===== src/sv/amfp_pkg.sv =====
// Shared types, constants and a helper function for the ASCII monitor frame parser.
`default_nettype none
package amfp_pkg;

  localparam int VAL_W = 32;
  localparam int SUM_W = 64;
  localparam int IDX_W = 5;
  localparam int CNT_W = 6;

  // Result status codes.
  localparam logic [1:0] ST_VALUE = 2'd0;
  localparam logic [1:0] ST_ADDR  = 2'd1;
  localparam logic [1:0] ST_CSUM  = 2'd2;
  localparam logic [1:0] ST_PARSE = 2'd3;

  // Characters of the line format.
  localparam logic [7:0] CH_NUL    = 8'h00;
  localparam logic [7:0] CH_LF     = 8'h0A;
  localparam logic [7:0] CH_CR     = 8'h0D;
  localparam logic [7:0] CH_TAB    = 8'h09;
  localparam logic [7:0] CH_VT     = 8'h0B;
  localparam logic [7:0] CH_FF     = 8'h0C;
  localparam logic [7:0] CH_SPACE  = 8'h20;
  localparam logic [7:0] CH_PLUS   = 8'h2B;
  localparam logic [7:0] CH_COMMA  = 8'h2C;
  localparam logic [7:0] CH_MINUS  = 8'h2D;
  localparam logic [7:0] CH_PERIOD = 8'h2E;
  localparam logic [7:0] CH_ZERO   = 8'h30;
  localparam logic [7:0] CH_ONE    = 8'h31;
  localparam logic [7:0] CH_FIVE   = 8'h35;
  localparam logic [7:0] CH_NINE   = 8'h39;
  localparam logic [7:0] CH_COLON  = 8'h3A;
  localparam logic [7:0] CH_EQUAL  = 8'h3D;
  localparam logic [7:0] CH_R      = 8'h72;

  // Prefix match progress.
  localparam logic [2:0] PFX_COLON = 3'd0;
  localparam logic [2:0] PFX_R     = 3'd1;
  localparam logic [2:0] PFX_FIVE  = 3'd2;
  localparam logic [2:0] PFX_KIND  = 3'd3;
  localparam logic [2:0] PFX_EQUAL = 3'd4;
  localparam logic [2:0] PFX_BODY  = 3'd5;

  // Token scan phase.
  localparam logic [1:0] TP_START  = 2'd0;
  localparam logic [1:0] TP_SIGNED = 2'd1;
  localparam logic [1:0] TP_DIGITS = 2'd2;

  localparam logic [IDX_W-1:0] STATUS_VALUES   = 5'd14;
  localparam logic [IDX_W-1:0] SETTINGS_VALUES = 5'd25;
  localparam logic [VAL_W-1:0] SAT_MAG         = 32'h8000_0000;
  localparam logic [VAL_W-1:0] SAT_POS         = 32'h7FFF_FFFF;
  localparam logic [CNT_W-1:0] COUNT_MAX       = 6'd63;
  localparam logic [7:0]       MOD_BASE        = 8'd255;

  // One line's outcome, handed from the front to the back.
  typedef struct packed {
    logic             kind;
    logic [1:0]       status;
    logic [IDX_W-1:0] count;
    logic             bank;
  } desc_t;

  // Control fields of one result.
  typedef struct packed {
    logic             kind;
    logic [1:0]       status;
    logic [IDX_W-1:0] idx;
    logic             last;
  } res_ctl_t;

  // Residue of a 32-bit two's complement value modulo 255, in 0..254.
  // Since 256 is 1 modulo 255, bytes are summed and 2^32 counts as 1.
  function automatic logic [7:0] residue255(input logic [VAL_W-1:0] u);
    logic [9:0] x;
    logic [8:0] y;
    logic [8:0] z;
    x = 10'(u[7:0]) + 10'(u[15:8]) + 10'(u[23:16]) + 10'(u[31:24]) - 10'(u[31]);
    y = 9'(x[9:8]) + 9'(x[7:0]);
    z = 9'(y[8]) + 9'(y[7:0]);
    return (z == 9'(MOD_BASE)) ? 8'd0 : z[7:0];
  endfunction

endpackage
`default_nettype wire


===== src/sv/amfp_ram.sv =====
// Generic single write port, single registered read port RAM.
`default_nettype none
module amfp_ram #(
  parameter int WIDTH = 32,
  parameter int DEPTH = 64
) (
  input  wire logic                     clk,
  input  wire logic                     we,
  input  wire logic [$clog2(DEPTH)-1:0] waddr,
  input  wire logic [WIDTH-1:0]         wdata,
  input  wire logic [$clog2(DEPTH)-1:0] raddr,
  output logic      [WIDTH-1:0]         rdata
);

  logic [WIDTH-1:0] mem [DEPTH];

  // Write and registered read.
  always_ff @(posedge clk) begin
    if (we) begin
      mem[waddr] <= wdata;
    end
    rdata <= mem[raddr];
  end

endmodule
`default_nettype wire


===== src/sv/amfp_desc_queue.sv =====
// Two-entry queue of line outcomes between the front and the back.
`default_nettype none
module amfp_desc_queue (
  input  wire logic          clk,
  input  wire logic          rst,
  input  wire logic          push_valid,
  output logic               push_ready,
  input  amfp_pkg::desc_t    push_desc,
  output logic               pop_valid,
  input  wire logic          pop_ready,
  output amfp_pkg::desc_t    pop_desc
);

  amfp_pkg::desc_t slots [2];
  logic       wp;
  logic       rp;
  logic [1:0] cnt;
  logic       push;
  logic       pop;

  assign push_ready = (cnt != 2'd2);
  assign pop_valid  = (cnt != 2'd0);
  assign pop_desc   = slots[rp];
  assign push       = push_valid && push_ready;
  assign pop        = pop_valid && pop_ready;

  // Pointers and occupancy.
  always_ff @(posedge clk) begin
    if (rst) begin
      wp  <= 1'b0;
      rp  <= 1'b0;
      cnt <= 2'd0;
    end else begin
      if (push) wp <= ~wp;
      if (pop)  rp <= ~rp;
      cnt <= cnt + 2'(push) - 2'(pop);
    end
  end

  // Entry storage.
  always_ff @(posedge clk) begin
    if (push) begin
      slots[wp] <= push_desc;
    end
  end

endmodule
`default_nettype wire


===== src/sv/amfp_front.sv =====
// Front end: byte classification, prefix match, token parsing and line verdict.
`default_nettype none
module amfp_front #(
  parameter int LINE_LIMIT  = 128,
  parameter int VALUE_SLOTS = 25
) (
  input  wire logic                      clk,
  input  wire logic                      rst,
  input  wire logic                      in_valid,
  output logic                           in_ready,
  input  wire logic [7:0]                rx_byte,
  input  wire logic                      cfg_valid,
  input  wire logic [7:0]                cfg_data,
  output logic                           desc_valid,
  input  wire logic                      desc_ready,
  output amfp_pkg::desc_t                desc,
  input  wire logic [1:0]                bank_release,
  output logic                           ram_we,
  output logic [amfp_pkg::IDX_W:0]       ram_waddr,
  output logic [amfp_pkg::VAL_W-1:0]     ram_wdata
);

  localparam int PW = $clog2(LINE_LIMIT);

  logic [7:0]                    dev_addr;
  logic [PW-1:0]                 pos;
  logic [2:0]                    prefix;
  logic                          ignored;
  logic                          ftype;
  logic [amfp_pkg::VAL_W-1:0]    acc;
  logic [1:0]                    phase;
  logic                          neg;
  logic [amfp_pkg::CNT_W-1:0]    count;
  logic                          stopped;
  logic [amfp_pkg::VAL_W-1:0]    frame_addr;
  logic [amfp_pkg::VAL_W-1:0]    frame_csum;
  logic [amfp_pkg::SUM_W-1:0]    sum;
  logic [7:0]                    res;
  logic                          tok_valid;
  logic [amfp_pkg::VAL_W-1:0]    tok_v;
  logic                          eol_valid;
  logic                          eol_ok;
  logic                          eol_kind;
  logic [amfp_pkg::CNT_W-1:0]    eol_count;
  logic                          wbank;
  logic [1:0]                    busy;

  logic                          accept;
  logic                          skip;
  logic                          is_lf;
  logic                          in_line;
  logic                          digit;
  logic                          blank;
  logic                          ender;
  logic [3:0]                    dval;
  logic [35:0]                   acc_mul;
  logic [amfp_pkg::VAL_W-1:0]    acc_sat;
  logic [amfp_pkg::VAL_W-1:0]    tok_bits;
  logic                          finish;
  logic [amfp_pkg::CNT_W-1:0]    slot;
  logic [1:0]                    status;
  logic [amfp_pkg::IDX_W-1:0]    need;
  logic [9:0]                    rem;
  logic [9:0]                    rem_p1;
  logic                          eol_push;
  logic                          eol_fire;
  logic [8:0]                    res_sum;

  // Byte classification.
  assign accept  = in_valid && in_ready;
  assign skip    = (rx_byte == amfp_pkg::CH_NUL) || rx_byte[7] || (rx_byte == amfp_pkg::CH_CR);
  assign is_lf   = (rx_byte == amfp_pkg::CH_LF);
  assign in_line = (pos < PW'(LINE_LIMIT - 1));
  assign digit   = (rx_byte >= amfp_pkg::CH_ZERO) && (rx_byte <= amfp_pkg::CH_NINE);
  assign blank   = (rx_byte == amfp_pkg::CH_SPACE) || (rx_byte == amfp_pkg::CH_TAB) ||
                   (rx_byte == amfp_pkg::CH_VT) || (rx_byte == amfp_pkg::CH_FF);
  assign ender   = (rx_byte == amfp_pkg::CH_COMMA) || (rx_byte == amfp_pkg::CH_PERIOD);
  assign dval    = 4'(rx_byte - amfp_pkg::CH_ZERO);

  // Decimal accumulate with saturation at 2^31.
  assign acc_mul = 36'(acc) * 36'd10 + 36'(dval);
  assign acc_sat = (acc_mul > 36'(amfp_pkg::SAT_MAG)) ? amfp_pkg::SAT_MAG : acc_mul[31:0];

  // Token value clamped to the signed 32-bit range.
  always_comb begin
    if (neg) begin
      tok_bits = acc[31] ? amfp_pkg::SAT_MAG : (~acc + 32'd1);
    end else begin
      tok_bits = acc[31] ? amfp_pkg::SAT_POS : acc;
    end
  end

  assign finish = accept && !skip && !is_lf && in_line && !ignored &&
                  (prefix == amfp_pkg::PFX_BODY) && !stopped &&
                  (phase == amfp_pkg::TP_DIGITS) && ender;

  // Value store write for tokens after the checksum.
  assign slot      = count - 6'd2;
  assign ram_we    = finish && (count >= 6'd2) && (slot < amfp_pkg::CNT_W'(VALUE_SLOTS));
  assign ram_waddr = {wbank, slot[amfp_pkg::IDX_W-1:0]};
  assign ram_wdata = tok_bits;

  // C remainder of the sum from its residue and sign.
  always_comb begin
    if (sum[amfp_pkg::SUM_W-1]) begin
      rem = (res == 8'd0) ? 10'd0 : (10'(res) - 10'(amfp_pkg::MOD_BASE));
    end else begin
      rem = 10'(res);
    end
  end
  assign rem_p1 = rem + 10'd1;

  // Line verdict in the order of the rejection rules.
  assign need = eol_kind ? amfp_pkg::SETTINGS_VALUES : amfp_pkg::STATUS_VALUES;
  always_comb begin
    if (eol_count < 6'd1) begin
      status = amfp_pkg::ST_PARSE;
    end else if (frame_addr != 32'(dev_addr)) begin
      status = amfp_pkg::ST_ADDR;
    end else if (eol_count < 6'd2) begin
      status = amfp_pkg::ST_PARSE;
    end else if (frame_csum != {{22{rem_p1[9]}}, rem_p1}) begin
      status = amfp_pkg::ST_CSUM;
    end else if (eol_count < 6'(need) + 6'd2) begin
      status = amfp_pkg::ST_PARSE;
    end else begin
      status = amfp_pkg::ST_VALUE;
    end
  end

  assign eol_push    = eol_valid && eol_ok;
  assign eol_fire    = eol_valid && (!eol_ok || desc_ready);
  assign desc_valid  = eol_push;
  assign desc.kind   = eol_kind;
  assign desc.status = status;
  assign desc.count  = need;
  assign desc.bank   = wbank;

  // Hold input while the verdict waits or the write bank is still being read.
  assign in_ready = !busy[wbank] && !(eol_valid && !eol_fire);

  assign res_sum = 9'(res) + 9'(amfp_pkg::residue255(tok_v));

  // Configuration register.
  always_ff @(posedge clk) begin
    if (rst) begin
      dev_addr <= 8'd1;
    end else if (cfg_valid) begin
      dev_addr <= cfg_data;
    end
  end

  // Per-line parse state.
  always_ff @(posedge clk) begin
    if (rst) begin
      pos        <= '0;
      prefix     <= amfp_pkg::PFX_COLON;
      ignored    <= 1'b0;
      ftype      <= 1'b0;
      acc        <= '0;
      phase      <= amfp_pkg::TP_START;
      neg        <= 1'b0;
      count      <= '0;
      stopped    <= 1'b0;
      frame_addr <= '0;
      frame_csum <= '0;
      tok_valid  <= 1'b0;
      tok_v      <= '0;
      eol_valid  <= 1'b0;
      eol_ok     <= 1'b0;
      eol_kind   <= 1'b0;
      eol_count  <= '0;
    end else begin
      tok_valid <= finish;
      if (finish) begin
        tok_v <= tok_bits;
      end
      if (eol_fire) begin
        eol_valid <= 1'b0;
      end
      if (accept && !skip) begin
        if (is_lf) begin
          eol_valid <= 1'b1;
          eol_ok    <= !ignored && (prefix == amfp_pkg::PFX_BODY);
          eol_kind  <= ftype;
          eol_count <= count;
          pos       <= '0;
          prefix    <= amfp_pkg::PFX_COLON;
          ignored   <= 1'b0;
          ftype     <= 1'b0;
          acc       <= '0;
          phase     <= amfp_pkg::TP_START;
          neg       <= 1'b0;
          count     <= '0;
          stopped   <= 1'b0;
        end else if (in_line) begin
          pos <= pos + PW'(1);
          if (!ignored) begin
            if (prefix != amfp_pkg::PFX_BODY) begin
              // Prefix match.
              case (prefix)
                amfp_pkg::PFX_COLON: begin
                  if (rx_byte == amfp_pkg::CH_COLON) prefix <= amfp_pkg::PFX_R;
                  else ignored <= 1'b1;
                end
                amfp_pkg::PFX_R: begin
                  if (rx_byte == amfp_pkg::CH_R) prefix <= amfp_pkg::PFX_FIVE;
                  else ignored <= 1'b1;
                end
                amfp_pkg::PFX_FIVE: begin
                  if (rx_byte == amfp_pkg::CH_FIVE) prefix <= amfp_pkg::PFX_KIND;
                  else ignored <= 1'b1;
                end
                amfp_pkg::PFX_KIND: begin
                  ftype <= (rx_byte == amfp_pkg::CH_ONE);
                  if ((rx_byte == amfp_pkg::CH_ZERO) || (rx_byte == amfp_pkg::CH_ONE)) begin
                    prefix <= amfp_pkg::PFX_EQUAL;
                  end else begin
                    ignored <= 1'b1;
                  end
                end
                default: begin
                  if (rx_byte == amfp_pkg::CH_EQUAL) prefix <= amfp_pkg::PFX_BODY;
                  else ignored <= 1'b1;
                end
              endcase
            end else if (!stopped) begin
              // Token scan.
              case (phase)
                amfp_pkg::TP_START: begin
                  if ((rx_byte == amfp_pkg::CH_PLUS) || (rx_byte == amfp_pkg::CH_MINUS)) begin
                    neg   <= (rx_byte == amfp_pkg::CH_MINUS);
                    phase <= amfp_pkg::TP_SIGNED;
                  end else if (digit) begin
                    acc   <= 32'(dval);
                    phase <= amfp_pkg::TP_DIGITS;
                  end else if (!blank) begin
                    stopped <= 1'b1;
                  end
                end
                amfp_pkg::TP_SIGNED: begin
                  if (digit) begin
                    acc   <= 32'(dval);
                    phase <= amfp_pkg::TP_DIGITS;
                  end else begin
                    stopped <= 1'b1;
                  end
                end
                default: begin
                  if (digit) begin
                    acc <= acc_sat;
                  end else if (ender) begin
                    if (count == 6'd0) frame_addr <= tok_bits;
                    if (count == 6'd1) frame_csum <= tok_bits;
                    if (count < amfp_pkg::COUNT_MAX) count <= count + 6'd1;
                    acc   <= '0;
                    phase <= amfp_pkg::TP_START;
                    neg   <= 1'b0;
                  end else begin
                    stopped <= 1'b1;
                  end
                end
              endcase
            end
          end
        end
      end
    end
  end

  // Running sum and its residue, updated from the registered token value.
  always_ff @(posedge clk) begin
    if (rst) begin
      sum <= '0;
      res <= '0;
    end else if (eol_fire) begin
      sum <= '0;
      res <= '0;
    end else if (tok_valid && (count >= 6'd3)) begin
      sum <= sum + {{(amfp_pkg::SUM_W - amfp_pkg::VAL_W){tok_v[31]}}, tok_v};
      res <= (res_sum >= 9'(amfp_pkg::MOD_BASE)) ? 8'(res_sum - 9'(amfp_pkg::MOD_BASE))
                                                 : res_sum[7:0];
    end
  end

  // Store banks: filled by the front, released by the back.
  always_ff @(posedge clk) begin
    if (rst) begin
      wbank <= 1'b0;
      busy  <= 2'b00;
    end else begin
      if (eol_push && desc_ready && (status == amfp_pkg::ST_VALUE)) begin
        busy  <= (busy | (2'b01 << wbank)) & ~bank_release;
        wbank <= ~wbank;
      end else begin
        busy <= busy & ~bank_release;
      end
    end
  end

endmodule
`default_nettype wire


===== src/sv/amfp_back.sv =====
// Back end: expands line outcomes into results and buffers them for the output.
`default_nettype none
module amfp_back (
  input  wire logic                      clk,
  input  wire logic                      rst,
  input  wire logic                      desc_valid,
  output logic                           desc_ready,
  input  amfp_pkg::desc_t                desc,
  output logic [1:0]                     bank_release,
  output logic [amfp_pkg::IDX_W:0]       ram_raddr,
  input  wire logic [amfp_pkg::VAL_W-1:0] ram_rdata,
  output logic                           out_valid,
  input  wire logic                      out_ready,
  output logic                           frame_kind,
  output logic [1:0]                     result_status,
  output logic [amfp_pkg::IDX_W-1:0]     value_index,
  output logic signed [amfp_pkg::VAL_W-1:0] value_out,
  output logic                           last_of_run
);

  amfp_pkg::desc_t             cur;
  logic                        active;
  logic [amfp_pkg::IDX_W-1:0]  k;
  logic                        s1_valid;
  amfp_pkg::res_ctl_t          s1_ctl;
  amfp_pkg::res_ctl_t          fifo_ctl [4];
  logic [amfp_pkg::VAL_W-1:0]  fifo_val [4];
  logic [1:0]                  wp;
  logic [1:0]                  rp;
  logic [2:0]                  cnt;

  logic                        issue;
  logic                        is_value;
  logic                        last;
  logic                        pop;
  amfp_pkg::res_ctl_t          head;

  // Issue a result only when the buffer has room for it.
  assign issue      = active && ((cnt + 3'(s1_valid)) <= 3'd2);
  assign is_value   = (cur.status == amfp_pkg::ST_VALUE);
  assign last       = !is_value || (k == cur.count - 5'd1);
  assign desc_ready = !active;
  assign ram_raddr  = {cur.bank, k};
  assign bank_release = (issue && last && is_value) ? (2'b01 << cur.bank) : 2'b00;

  // Run sequencer.
  always_ff @(posedge clk) begin
    if (rst) begin
      active   <= 1'b0;
      k        <= '0;
      s1_valid <= 1'b0;
    end else begin
      s1_valid <= issue;
      if (!active) begin
        if (desc_valid) begin
          active <= 1'b1;
          k      <= '0;
        end
      end else if (issue) begin
        if (last) active <= 1'b0;
        else      k      <= k + 5'd1;
      end
    end
  end

  // Descriptor and result control payload.
  always_ff @(posedge clk) begin
    if (!active && desc_valid) begin
      cur <= desc;
    end
    if (issue) begin
      s1_ctl.kind   <= cur.kind;
      s1_ctl.status <= cur.status;
      s1_ctl.idx    <= is_value ? k : '0;
      s1_ctl.last   <= last;
    end
  end

  // Output buffer transfer bookkeeping.
  assign pop = out_valid && out_ready;
  always_ff @(posedge clk) begin
    if (rst) begin
      wp  <= '0;
      rp  <= '0;
      cnt <= '0;
    end else begin
      if (s1_valid) wp <= wp + 2'd1;
      if (pop)      rp <= rp + 2'd1;
      cnt <= cnt + 3'(s1_valid) - 3'(pop);
    end
  end

  // Output buffer storage; rejections carry a zero value.
  always_ff @(posedge clk) begin
    if (s1_valid) begin
      fifo_ctl[wp] <= s1_ctl;
      fifo_val[wp] <= (s1_ctl.status == amfp_pkg::ST_VALUE) ? ram_rdata : '0;
    end
  end

  assign head          = fifo_ctl[rp];
  assign out_valid     = (cnt != 3'd0);
  assign frame_kind    = head.kind;
  assign result_status = head.status;
  assign value_index   = head.idx;
  assign last_of_run   = head.last;
  assign value_out     = fifo_val[rp];

endmodule
`default_nettype wire


===== src/sv/ascii_monitor_frame_parser.sv =====
// Top level of the ASCII monitor frame parser: front, line queue, store and back.
// Throughput: one byte per cycle while the write bank is free and no verdict waits; one
// result per cycle while the output is ready. A line feed's first result passes through
// verdict, queue, descriptor, store read, output buffer; a run streams from the store.
// Two store banks let a new line fill while the previous run drains.
// Reset: synchronous, active high; device address returns to 1, all queues empty.
`default_nettype none
module ascii_monitor_frame_parser #(
  parameter int LINE_LIMIT  = 128,
  parameter int VALUE_SLOTS = 25
) (
  input  wire logic                      clk,
  input  wire logic                      rst,
  input  wire logic                      in_valid,
  output logic                           in_ready,
  input  wire logic [7:0]                rx_byte,
  input  wire logic                      cfg_valid,
  output logic                           cfg_ready,
  input  wire logic [7:0]                device_address,
  output logic                           out_valid,
  input  wire logic                      out_ready,
  output logic                           frame_kind,
  output logic [1:0]                     result_status,
  output logic [4:0]                     value_index,
  output logic signed [31:0]             value_out,
  output logic                           last_of_run
);

  logic                          f_desc_valid;
  logic                          f_desc_ready;
  amfp_pkg::desc_t               f_desc;
  logic                          b_desc_valid;
  logic                          b_desc_ready;
  amfp_pkg::desc_t               b_desc;
  logic [1:0]                    bank_release;
  logic                          ram_we;
  logic [amfp_pkg::IDX_W:0]      ram_waddr;
  logic [amfp_pkg::VAL_W-1:0]    ram_wdata;
  logic [amfp_pkg::IDX_W:0]      ram_raddr;
  logic [amfp_pkg::VAL_W-1:0]    ram_rdata;

  // Configuration writes are always taken.
  assign cfg_ready = 1'b1;

  amfp_front #(
    .LINE_LIMIT  (LINE_LIMIT),
    .VALUE_SLOTS (VALUE_SLOTS)
  ) u_front (
    .clk          (clk),
    .rst          (rst),
    .in_valid     (in_valid),
    .in_ready     (in_ready),
    .rx_byte      (rx_byte),
    .cfg_valid    (cfg_valid),
    .cfg_data     (device_address),
    .desc_valid   (f_desc_valid),
    .desc_ready   (f_desc_ready),
    .desc         (f_desc),
    .bank_release (bank_release),
    .ram_we       (ram_we),
    .ram_waddr    (ram_waddr),
    .ram_wdata    (ram_wdata)
  );

  amfp_desc_queue u_queue (
    .clk        (clk),
    .rst        (rst),
    .push_valid (f_desc_valid),
    .push_ready (f_desc_ready),
    .push_desc  (f_desc),
    .pop_valid  (b_desc_valid),
    .pop_ready  (b_desc_ready),
    .pop_desc   (b_desc)
  );

  amfp_ram #(
    .WIDTH (amfp_pkg::VAL_W),
    .DEPTH (2 ** (amfp_pkg::IDX_W + 1))
  ) u_store (
    .clk   (clk),
    .we    (ram_we),
    .waddr (ram_waddr),
    .wdata (ram_wdata),
    .raddr (ram_raddr),
    .rdata (ram_rdata)
  );

  amfp_back u_back (
    .clk           (clk),
    .rst           (rst),
    .desc_valid    (b_desc_valid),
    .desc_ready    (b_desc_ready),
    .desc          (b_desc),
    .bank_release  (bank_release),
    .ram_raddr     (ram_raddr),
    .ram_rdata     (ram_rdata),
    .out_valid     (out_valid),
    .out_ready     (out_ready),
    .frame_kind    (frame_kind),
    .result_status (result_status),
    .value_index   (value_index),
    .value_out     (value_out),
    .last_of_run   (last_of_run)
  );

endmodule
`default_nettype wire

===== config.mk =====
export PLATFORM = sky130hd
export DESIGN_NAME = ascii_monitor_frame_parser
export DESIGN_NICKNAME = d
export VERILOG_FILES = /design/src/sv/amfp_pkg.sv /design/src/sv/amfp_ram.sv /design/src/sv/amfp_desc_queue.sv /design/src/sv/amfp_front.sv /design/src/sv/amfp_back.sv /design/src/sv/ascii_monitor_frame_parser.sv
export SDC_FILE = /design/constraint.sdc
export NUM_CORES = 2
export LEC_CHECK = 0
export BUFFER_PORTS_ARGS = -buffer_cell sky130_fd_sc_hd__buf_2
export CORE_UTILIZATION = 40
export DETAILED_ROUTE_END_ITERATION = 7
export HOLD_SLACK_MARGIN = 0.02
export PLACE_DENSITY = 0.59
export SLEW_MARGIN = 25
export SYNTH_ARGS = -nofsm -noshare
export SYNTH_HDL_FRONTEND = slang
export SYNTH_SLANG_ARGS = --single-unit

===== constraint.sdc =====
create_clock -name clk -period 19.1 [get_ports clk]
set_clock_uncertainty 0.2 [all_clocks]
set_input_delay 3.82 -clock clk [delete_from_list [all_inputs] [get_ports clk]]
set_output_delay 3.82 -clock clk [all_outputs]
set_load 0.03 [all_outputs]

Word-level counts from Yosys, hierarchy flattened
Memories as Yosys holds them, arrays and structs flattened. A register that Yosys moved wholly into a read port is not among the register bits.
Cells that the tools add are included.
{ "totals": {"ff_bits": 270, "ram_bits": 2230, "mem_count": 4} }
{ "op_classes": {"add_sub_neg": 26, "multipliers": 1, "n_lt_le_gt_ge": 14, "n_eq_ne": 45, "n_shift": 2, "mux": 117, "bitwise": 14, "n_reduce_logical": 79} }
{ "memory_table": {"columns": ["memory", "depth", "width", "rd", "rd_clocked_by_memory_dff", "write_ports", "line", "source"], "rows": [
  ["u_store.mem", 64, 32, 1, 1, 1, "amfp_ram.sv:15", "logic [WIDTH-1:0] mem [DEPTH];"],
  ["u_back.fifo_val", 4, 32, 1, 1, 1, "amfp_back.sv:27", "logic [amfp_pkg::VAL_W-1:0] fifo_val [4];"],
  ["u_back.fifo_ctl", 4, 9, 1, 1, 1, "amfp_back.sv:26", "amfp_pkg::res_ctl_t fifo_ctl [4];"],
  ["u_queue.slots", 2, 9, 1, 1, 1, "amfp_desc_queue.sv:14", "amfp_pkg::desc_t slots [2];"]
]} }
{ "ops": {"columns": ["op", "n"], "rows": [
  ["$mux W32", 13],
  ["$eq A8 B6 Y1 const B", 10],
  ["$add A64 B64 Y64", 1],
  ["$pmux W32 S2", 1],
  ["$mux W6", 9],
  ["$mux W1", 48],
  ["$eq A8 B4 Y1 const B", 5],
  ["$mux W2", 20],
  ["$add A36 B4 Y36", 1],
  ["$gt A36 B32 Y1 const B", 1],
  ["$mul A32 B3 Y35 const B", 1],
  ["$add A32 B1 Y32 const B", 1],
  ["$ne A32 B32 Y1", 1],
  ["$ne A32 B8 Y1", 1],
  ["$not A32 Y32", 1],
  ["$mux W31", 1],
  ["$mux W3", 9],
  ["$reduce_and A9 Y1", 3],
  ["$logic_and A1 B1 Y1", 25],
  ["$mux W5", 5],
  ["$add A10 B8 Y10", 2],
  ["$mux W10", 2],
  ["$reduce_and A10 Y1", 2],
  ["$add A8 B8 Y9", 2],
  ["73 further kinds", 133]
]} }

Logic depth before layout (Yosys ltp)
{ "logic_depth": {"ltp_word": 20, "depth_mapped": 45, "mapped_depth_nobuf": 45} }

Cells and area by module
Synthesis repeated with hierarchy kept, for this count alone.
{ "hier_totals": {"cells_unflattened": 6501, "area_unflattened_um2": 106845.0} }
{ "modules_own_cells": {"columns": ["module", "instances", "cells_per_inst", "area_each_um2", "seq_area_each_um2"], "rows": [
  ["amfp_ram", 1, 3511, 79039.6, 62139.6],
  ["amfp_front", 1, 2558, 19268.5, 4864.7],
  ["amfp_back", 1, 378, 7641.1, 5785.5],
  ["amfp_desc_queue", 1, 52, 884.6, 640.6],
  ["ascii_monitor_frame_parser", 1, 2, 11.3, 0.0]
]} }

Worst setup path after synthesis
OpenSTA, ideal clock, no wires.
{ "synth_timing": {"kind": "reg-to-reg", "startpoint": "reg u_front.tok_v[0] (netlist name)", "endpoint": "reg u_front.res[4]", "setup_ns": 0.086, "arrival_time_ns": 8.439, "required_ns": 18.814, "setup_slack_ns": 10.375, "path_stages_with_launch": 41, "path_cell_list": "dfxtp_1 ha_1 fa_1 xnor2_1 ha_1 fa_1 inv_1 ha_1 a21o_1 a21oi_1 o21bai_1 a21oi_1 o21bai_1 a21oi_1 xnor2_1 ha_1 fa_1 and3b_1 [... 5 more ...] and3_1 nand3_1 nor4_1 nor2b_1 ha_1 fa_1 a21oi_1 nor2_1 nor2_1 o21bai_1 a21oi_1 xnor2_1 nand2_1 o31a_1 nand2b_1 or3_1 xor2_1 a211oi_1"} }
{ "synth_via": {"elab_chain_len": 11, "elab_cells_between_ends": 12, "classes_between": "add/sub (8); order compare (1); eq/ne (1); mux (2)"} }
{ "synth_rtl": {"columns": ["element", "line", "source"], "rows": [
  ["from (decl)", "amfp_front.sv:40", "logic [amfp_pkg::VAL_W-1:0] tok_v;"],
  ["from (signal assigned)", "amfp_front.sv:176", "tok_v <= tok_bits;"],
  ["$add A8 B8 Y9 *", "amfp_pkg.sv:78", "x = 10'(u[7:0]) + 10'(u[15:8]) + 10'(u[23:16]) + 10'(u[31:24]) - 10'(u[31]);"],
  ["$add A10 B8 Y10 * (2 in series)", "amfp_pkg.sv:78", null],
  ["$sub A10 B1 Y10 *", "amfp_pkg.sv:78", null],
  ["$add A2 B8 Y9 *", "amfp_pkg.sv:79", "y = 9'(x[9:8]) + 9'(x[7:0]);"],
  ["$add A1 B8 Y9 *", "amfp_pkg.sv:80", "z = 9'(y[8]) + 9'(y[7:0]);"],
  ["$eq A9 B8 Y1", "amfp_pkg.sv:81", "return (z == 9'(MOD_BASE)) ? 8'd0 : z[7:0];"],
  ["$mux W8 *", "amfp_pkg.sv:81", null],
  ["$add A8 B8 Y9 *", "amfp_front.sv:142", "assign res_sum = 9'(res) + 9'(amfp_pkg::residue255(tok_v));"],
  ["$sub A8 B8 Y8 / $ge A9 B8 Y1 (equally long branches)", "amfp_front.sv:281", "res <= (res_sum >= 9'(amfp_pkg::MOD_BASE)) ? 8'(res_sum - 9'(amfp_pkg::MOD_BASE))"],
  ["$mux W8 *", "amfp_front.sv:281", null],
  ["to (signal assigned)", "amfp_front.sv:281", null],
  ["to (decl)", "amfp_front.sv:38", "logic [7:0] res;"]
]} }
Mark *: on every way between the ends. The rest lies on a longest branch, timed or not.
A chain may end at the register's enable or synchronous reset.

Final worst setup path
Same ends and word-level chain as after synthesis.

==> results.py <==
metrics = {
    "worst_setup_path": {
        "start_kind": "flop",
        "crit_start": "u_front.tok_v[0]",
        "reg2reg_from": "u_front.tok_v[0]",
        "cpPeakStageDelay_ns": 0.72,
        "critPathKind": "flop to flop",
        "worstRegToRegCells": 43,
        "worst_setup_path_end_kind": "flop",
        "r2r_slack_ns": 9.41,
        "cp_slowest_cell": "nor4_1",
        "critPathMaxFanout": 7,
        "critPathRequiredTime_ns": 19.71,
        "r2r_end": "u_front.res[4]",
        "critPathArrivalTime_ns": 10.30,
    },
    "cts": {
        "tritoncts": "done",
        "cts_made_buffers": 274,
        "htree_levels": 5,
        "cts.path.max_buffers": 4,
        "cts.sink_count": 2531,
        "insertion_delay_ns": 0.93,
        "post_cts_buffers": 0,
        "clk_pin_slew_worst_paths_ns": 0.06,
        "hold_buffers": 0,
        "cts_resized": 0,
        "root_buffer": "clkbuf_16",
    },
    "floorplan": {
        "fp.dieH_um": 515,
        "initial_core_util": 0.404,
        "dieWidth_um": 515,
        "coreArea_um2": 260000,
        "io_pins": 65,
        "fp-row-count": 187,
        "dieArea_um2": 265000,
    },
    "detailed_routing": {
        "wl_per_cell_um": 27.7,
        "vias": 55800,
        "ant_nets": 0,
        "dr.pass1.iters": 6,
        "viasPerCell": 5.70,
        "drtIter0Drc": 6302,
        "wirelength_um": 271000,
        "drc_errors": 0,
    },
    "layout": {
        "layout_common_cells": "edfxtp_1 (2236), mux4_2 (713), nand2_1 (372), clkbuf_16 (287), dfxtp_1 (287)",
        "final_common_cell": "edfxtp_1",
        "drive_above_1_share": 0.233,
        "fin_nets": 6317,
        "fin_area_um2": 120000,
        "fill_cells": 21900,
        "syn_to_final_growth_pct": 13.9,
    },
    "sta": {
        "postLayoutSetupSlackWorst_ns": 9.41,
        "drv_slew": 0,
        "min_period_ns": 9.69,
        "tns_ns": 0,
        "fmax_mhz": 103,
        "hold_viol": 0,
        "rsz0062_at_grt": "false",
        "tightest_slew_ns": 1.08,
        "period_share": 0.507,
        "maxSlewHeadroom": 0.280,
        "setup_viol": 0,
    },
    "synthesis": {
        "yosysWarnings": 0,
        "synthArstFlopShare": 0,
        "ys.flop_type": "edfxtp_1",
        "synth_edf_count": 2236,
        "synth-seq-area-share": 0.695,
        "synth-seq-cells": 2531,
        "yosysUniqueCellTypes": 99,
        "syn_nets": 6107,
        "syn_area_um2": 105000,
        "avgSynthCellArea_um2": 17.9,
        "syn-instance-count": 5876,
    },
    "job": {
        "drv_cap": 0,
    },
    "global_routing": {
        "grt_pass1_wl_um": 393000,
        "overflow": 0,
        "grt.total_usage": 0.204,
        "grt_max_degree": 128,
        "grt_pass1_vias": 55200,
        "antenna_found_initial": 35,
    },
    "place": {
        "io_buffer_count": 63,
        "place.gp.congestion": 0.834,
        "place_area_um2": 111000,
        "dp_hpwl_um": 162000,
        "post-place-ws_ns": 9.50,
    },
    "hold_path": {
        "hold_class": "flop to flop",
        "holdPathStages": 2,
        "worstHoldStart": "u_front.frame_addr[26]",
        "hold_end": "u_front.frame_addr[26]",
    },
    "power_and_ir_drop": {
        "vdd.ir_drop.worst_mv": 0.103,
        "power.leakage_uw": 0.0330,
        "p_per_area_nw_per_um2": 98.7,
    },
    "run_status": {
        "outcome": "completed",
    },
}
worst max path at each step:
stage / endpoint / slack (ns) / cells after the start
2_1_floorplan: u_front.res[4] / 10.38 / 40
3_3_place_gp: u_front.res[4] / 9.49 / 40
3_5_place_dp: u_front.res[4] / 9.50 / 40
4_1_cts: u_front.res[4] / 9.47 / 40
5_1_grt: u_front.res[4] / 8.80 / 44
6_report: u_front.res[4] / 9.41 / 43
registers in the layout, summed over array words and instances (netlist names), 8 cells and up, named ones only:
register / count
u_back.fifo_val: 128
u_back.s1_ctl: 9
u_queue.slots: 10
u_back.fifo_ctl: 36
u_store.mem: 2048
u_front.tok_v: 32
u_front.acc: 32
u_store.rdata: 32
u_front.res: 8
u_front.dev_addr: 8
u_front.sum: 64
u_front.frame_csum: 32
u_front.frame_addr: 32
cell families (layout without fill, tap and decap cells):
kind of cell / Yosys count / count (layout) / share of synthesized area
compound gates: 694 / 694 / 0.0422
xor+xnor: 213 / 213 / 0.0178
fa+ha+maj: 211 / 211 / 0.0262
buf+inv: 399 / 806 / 0.0146
flops: 2531 / 2531 / 0.695
mux: 735 / 735 / 0.155
other cells: 1 / 10 / 0.0000357
simple gates: 1092 / 1092 / 0.0492
critical path, delay by kind of cell (launching register included):
kind	cells	cell delay, ns
and+or+nand+nor	16	3.03
adders and majority gates	10	3.16
DFF	1	0.33
AOI/OAI and AO/OA	10	1.82
xor gates and xnor gates	5	0.91
buffers and inverters	2	0.15
cell type report:
class                      count  area, um^2  area share
sequential                  2531       73100       0.610
multi-input combinational   2946       31400       0.262
clock buffer                 351        7530      0.0629
tap                         3496        4370      0.0365
timing repair buffer         216        1830      0.0152
clock inverter               122        1050     0.00874
inverter                     117         440     0.00368
antenna                        9        22.5    0.000188
cell usage after synthesis (38+ instances only):
master | count | area, um^2
a211oi_1 | 46 | 345
a21o_1 | 72 | 541
a21oi_1 | 281 | 1410
and2_1 | 57 | 357
buf_1 | 83 | 312
clkbuf_1 | 190 | 713
dfxtp_1 | 295 | 5910
edfxtp_1 | 2236 | 67100
ha_1 | 195 | 2440
inv_1 | 116 | 435
mux4_2 | 713 | 16100
nand2_1 | 374 | 1400
nand3_1 | 57 | 285
nand4_1 | 38 | 238
nor2_1 | 313 | 1170
nor3_1 | 49 | 245
o21ai_0 | 81 | 405
xnor2_1 | 132 | 1160
xor2_1 | 81 | 709
where the power goes:
| part | leakage, uW | switching (uW) | internal (uW) | total (uW) |
|---|---|---|---|---|
| Sequential | 0.0188 | 38.0 | 6010 | 6050 |
| Combinational | 0.00993 | 386 | 252 | 638 |
| Clock | 0.00420 | 2100 | 3020 | 5120 |
per-stage QoR:
stage / util / instances / power, uW / hold WS (ns)
6_report: 0.460 / 9788 / 11800 / 0.254
5_1_grt: 0.460 / 9781 / 12200 / 0.279
4_1_cts: 0.459 / 9776 / 11900 / 0.255
3_5_place_dp: 0.426 / 9303 / 6830 / 0.248
3_3_place_gp: 0.425 / 9287 / 6830 / 0.241
2_1_floorplan: - / 5876 / 6640 / 0.224
routing by layer:
metal / global-route usage / vias up / wire, um
met2: 0.311 / 1900 / 123000
met1: 0.299 / 29400 / 119000
li1: - / 24000 / -
met5: 0 / - / 139
met3: 0.0440 / 399 / 21700
met4: 0.0519 / 20 / 6650
(Power assumes the default switching activity.)
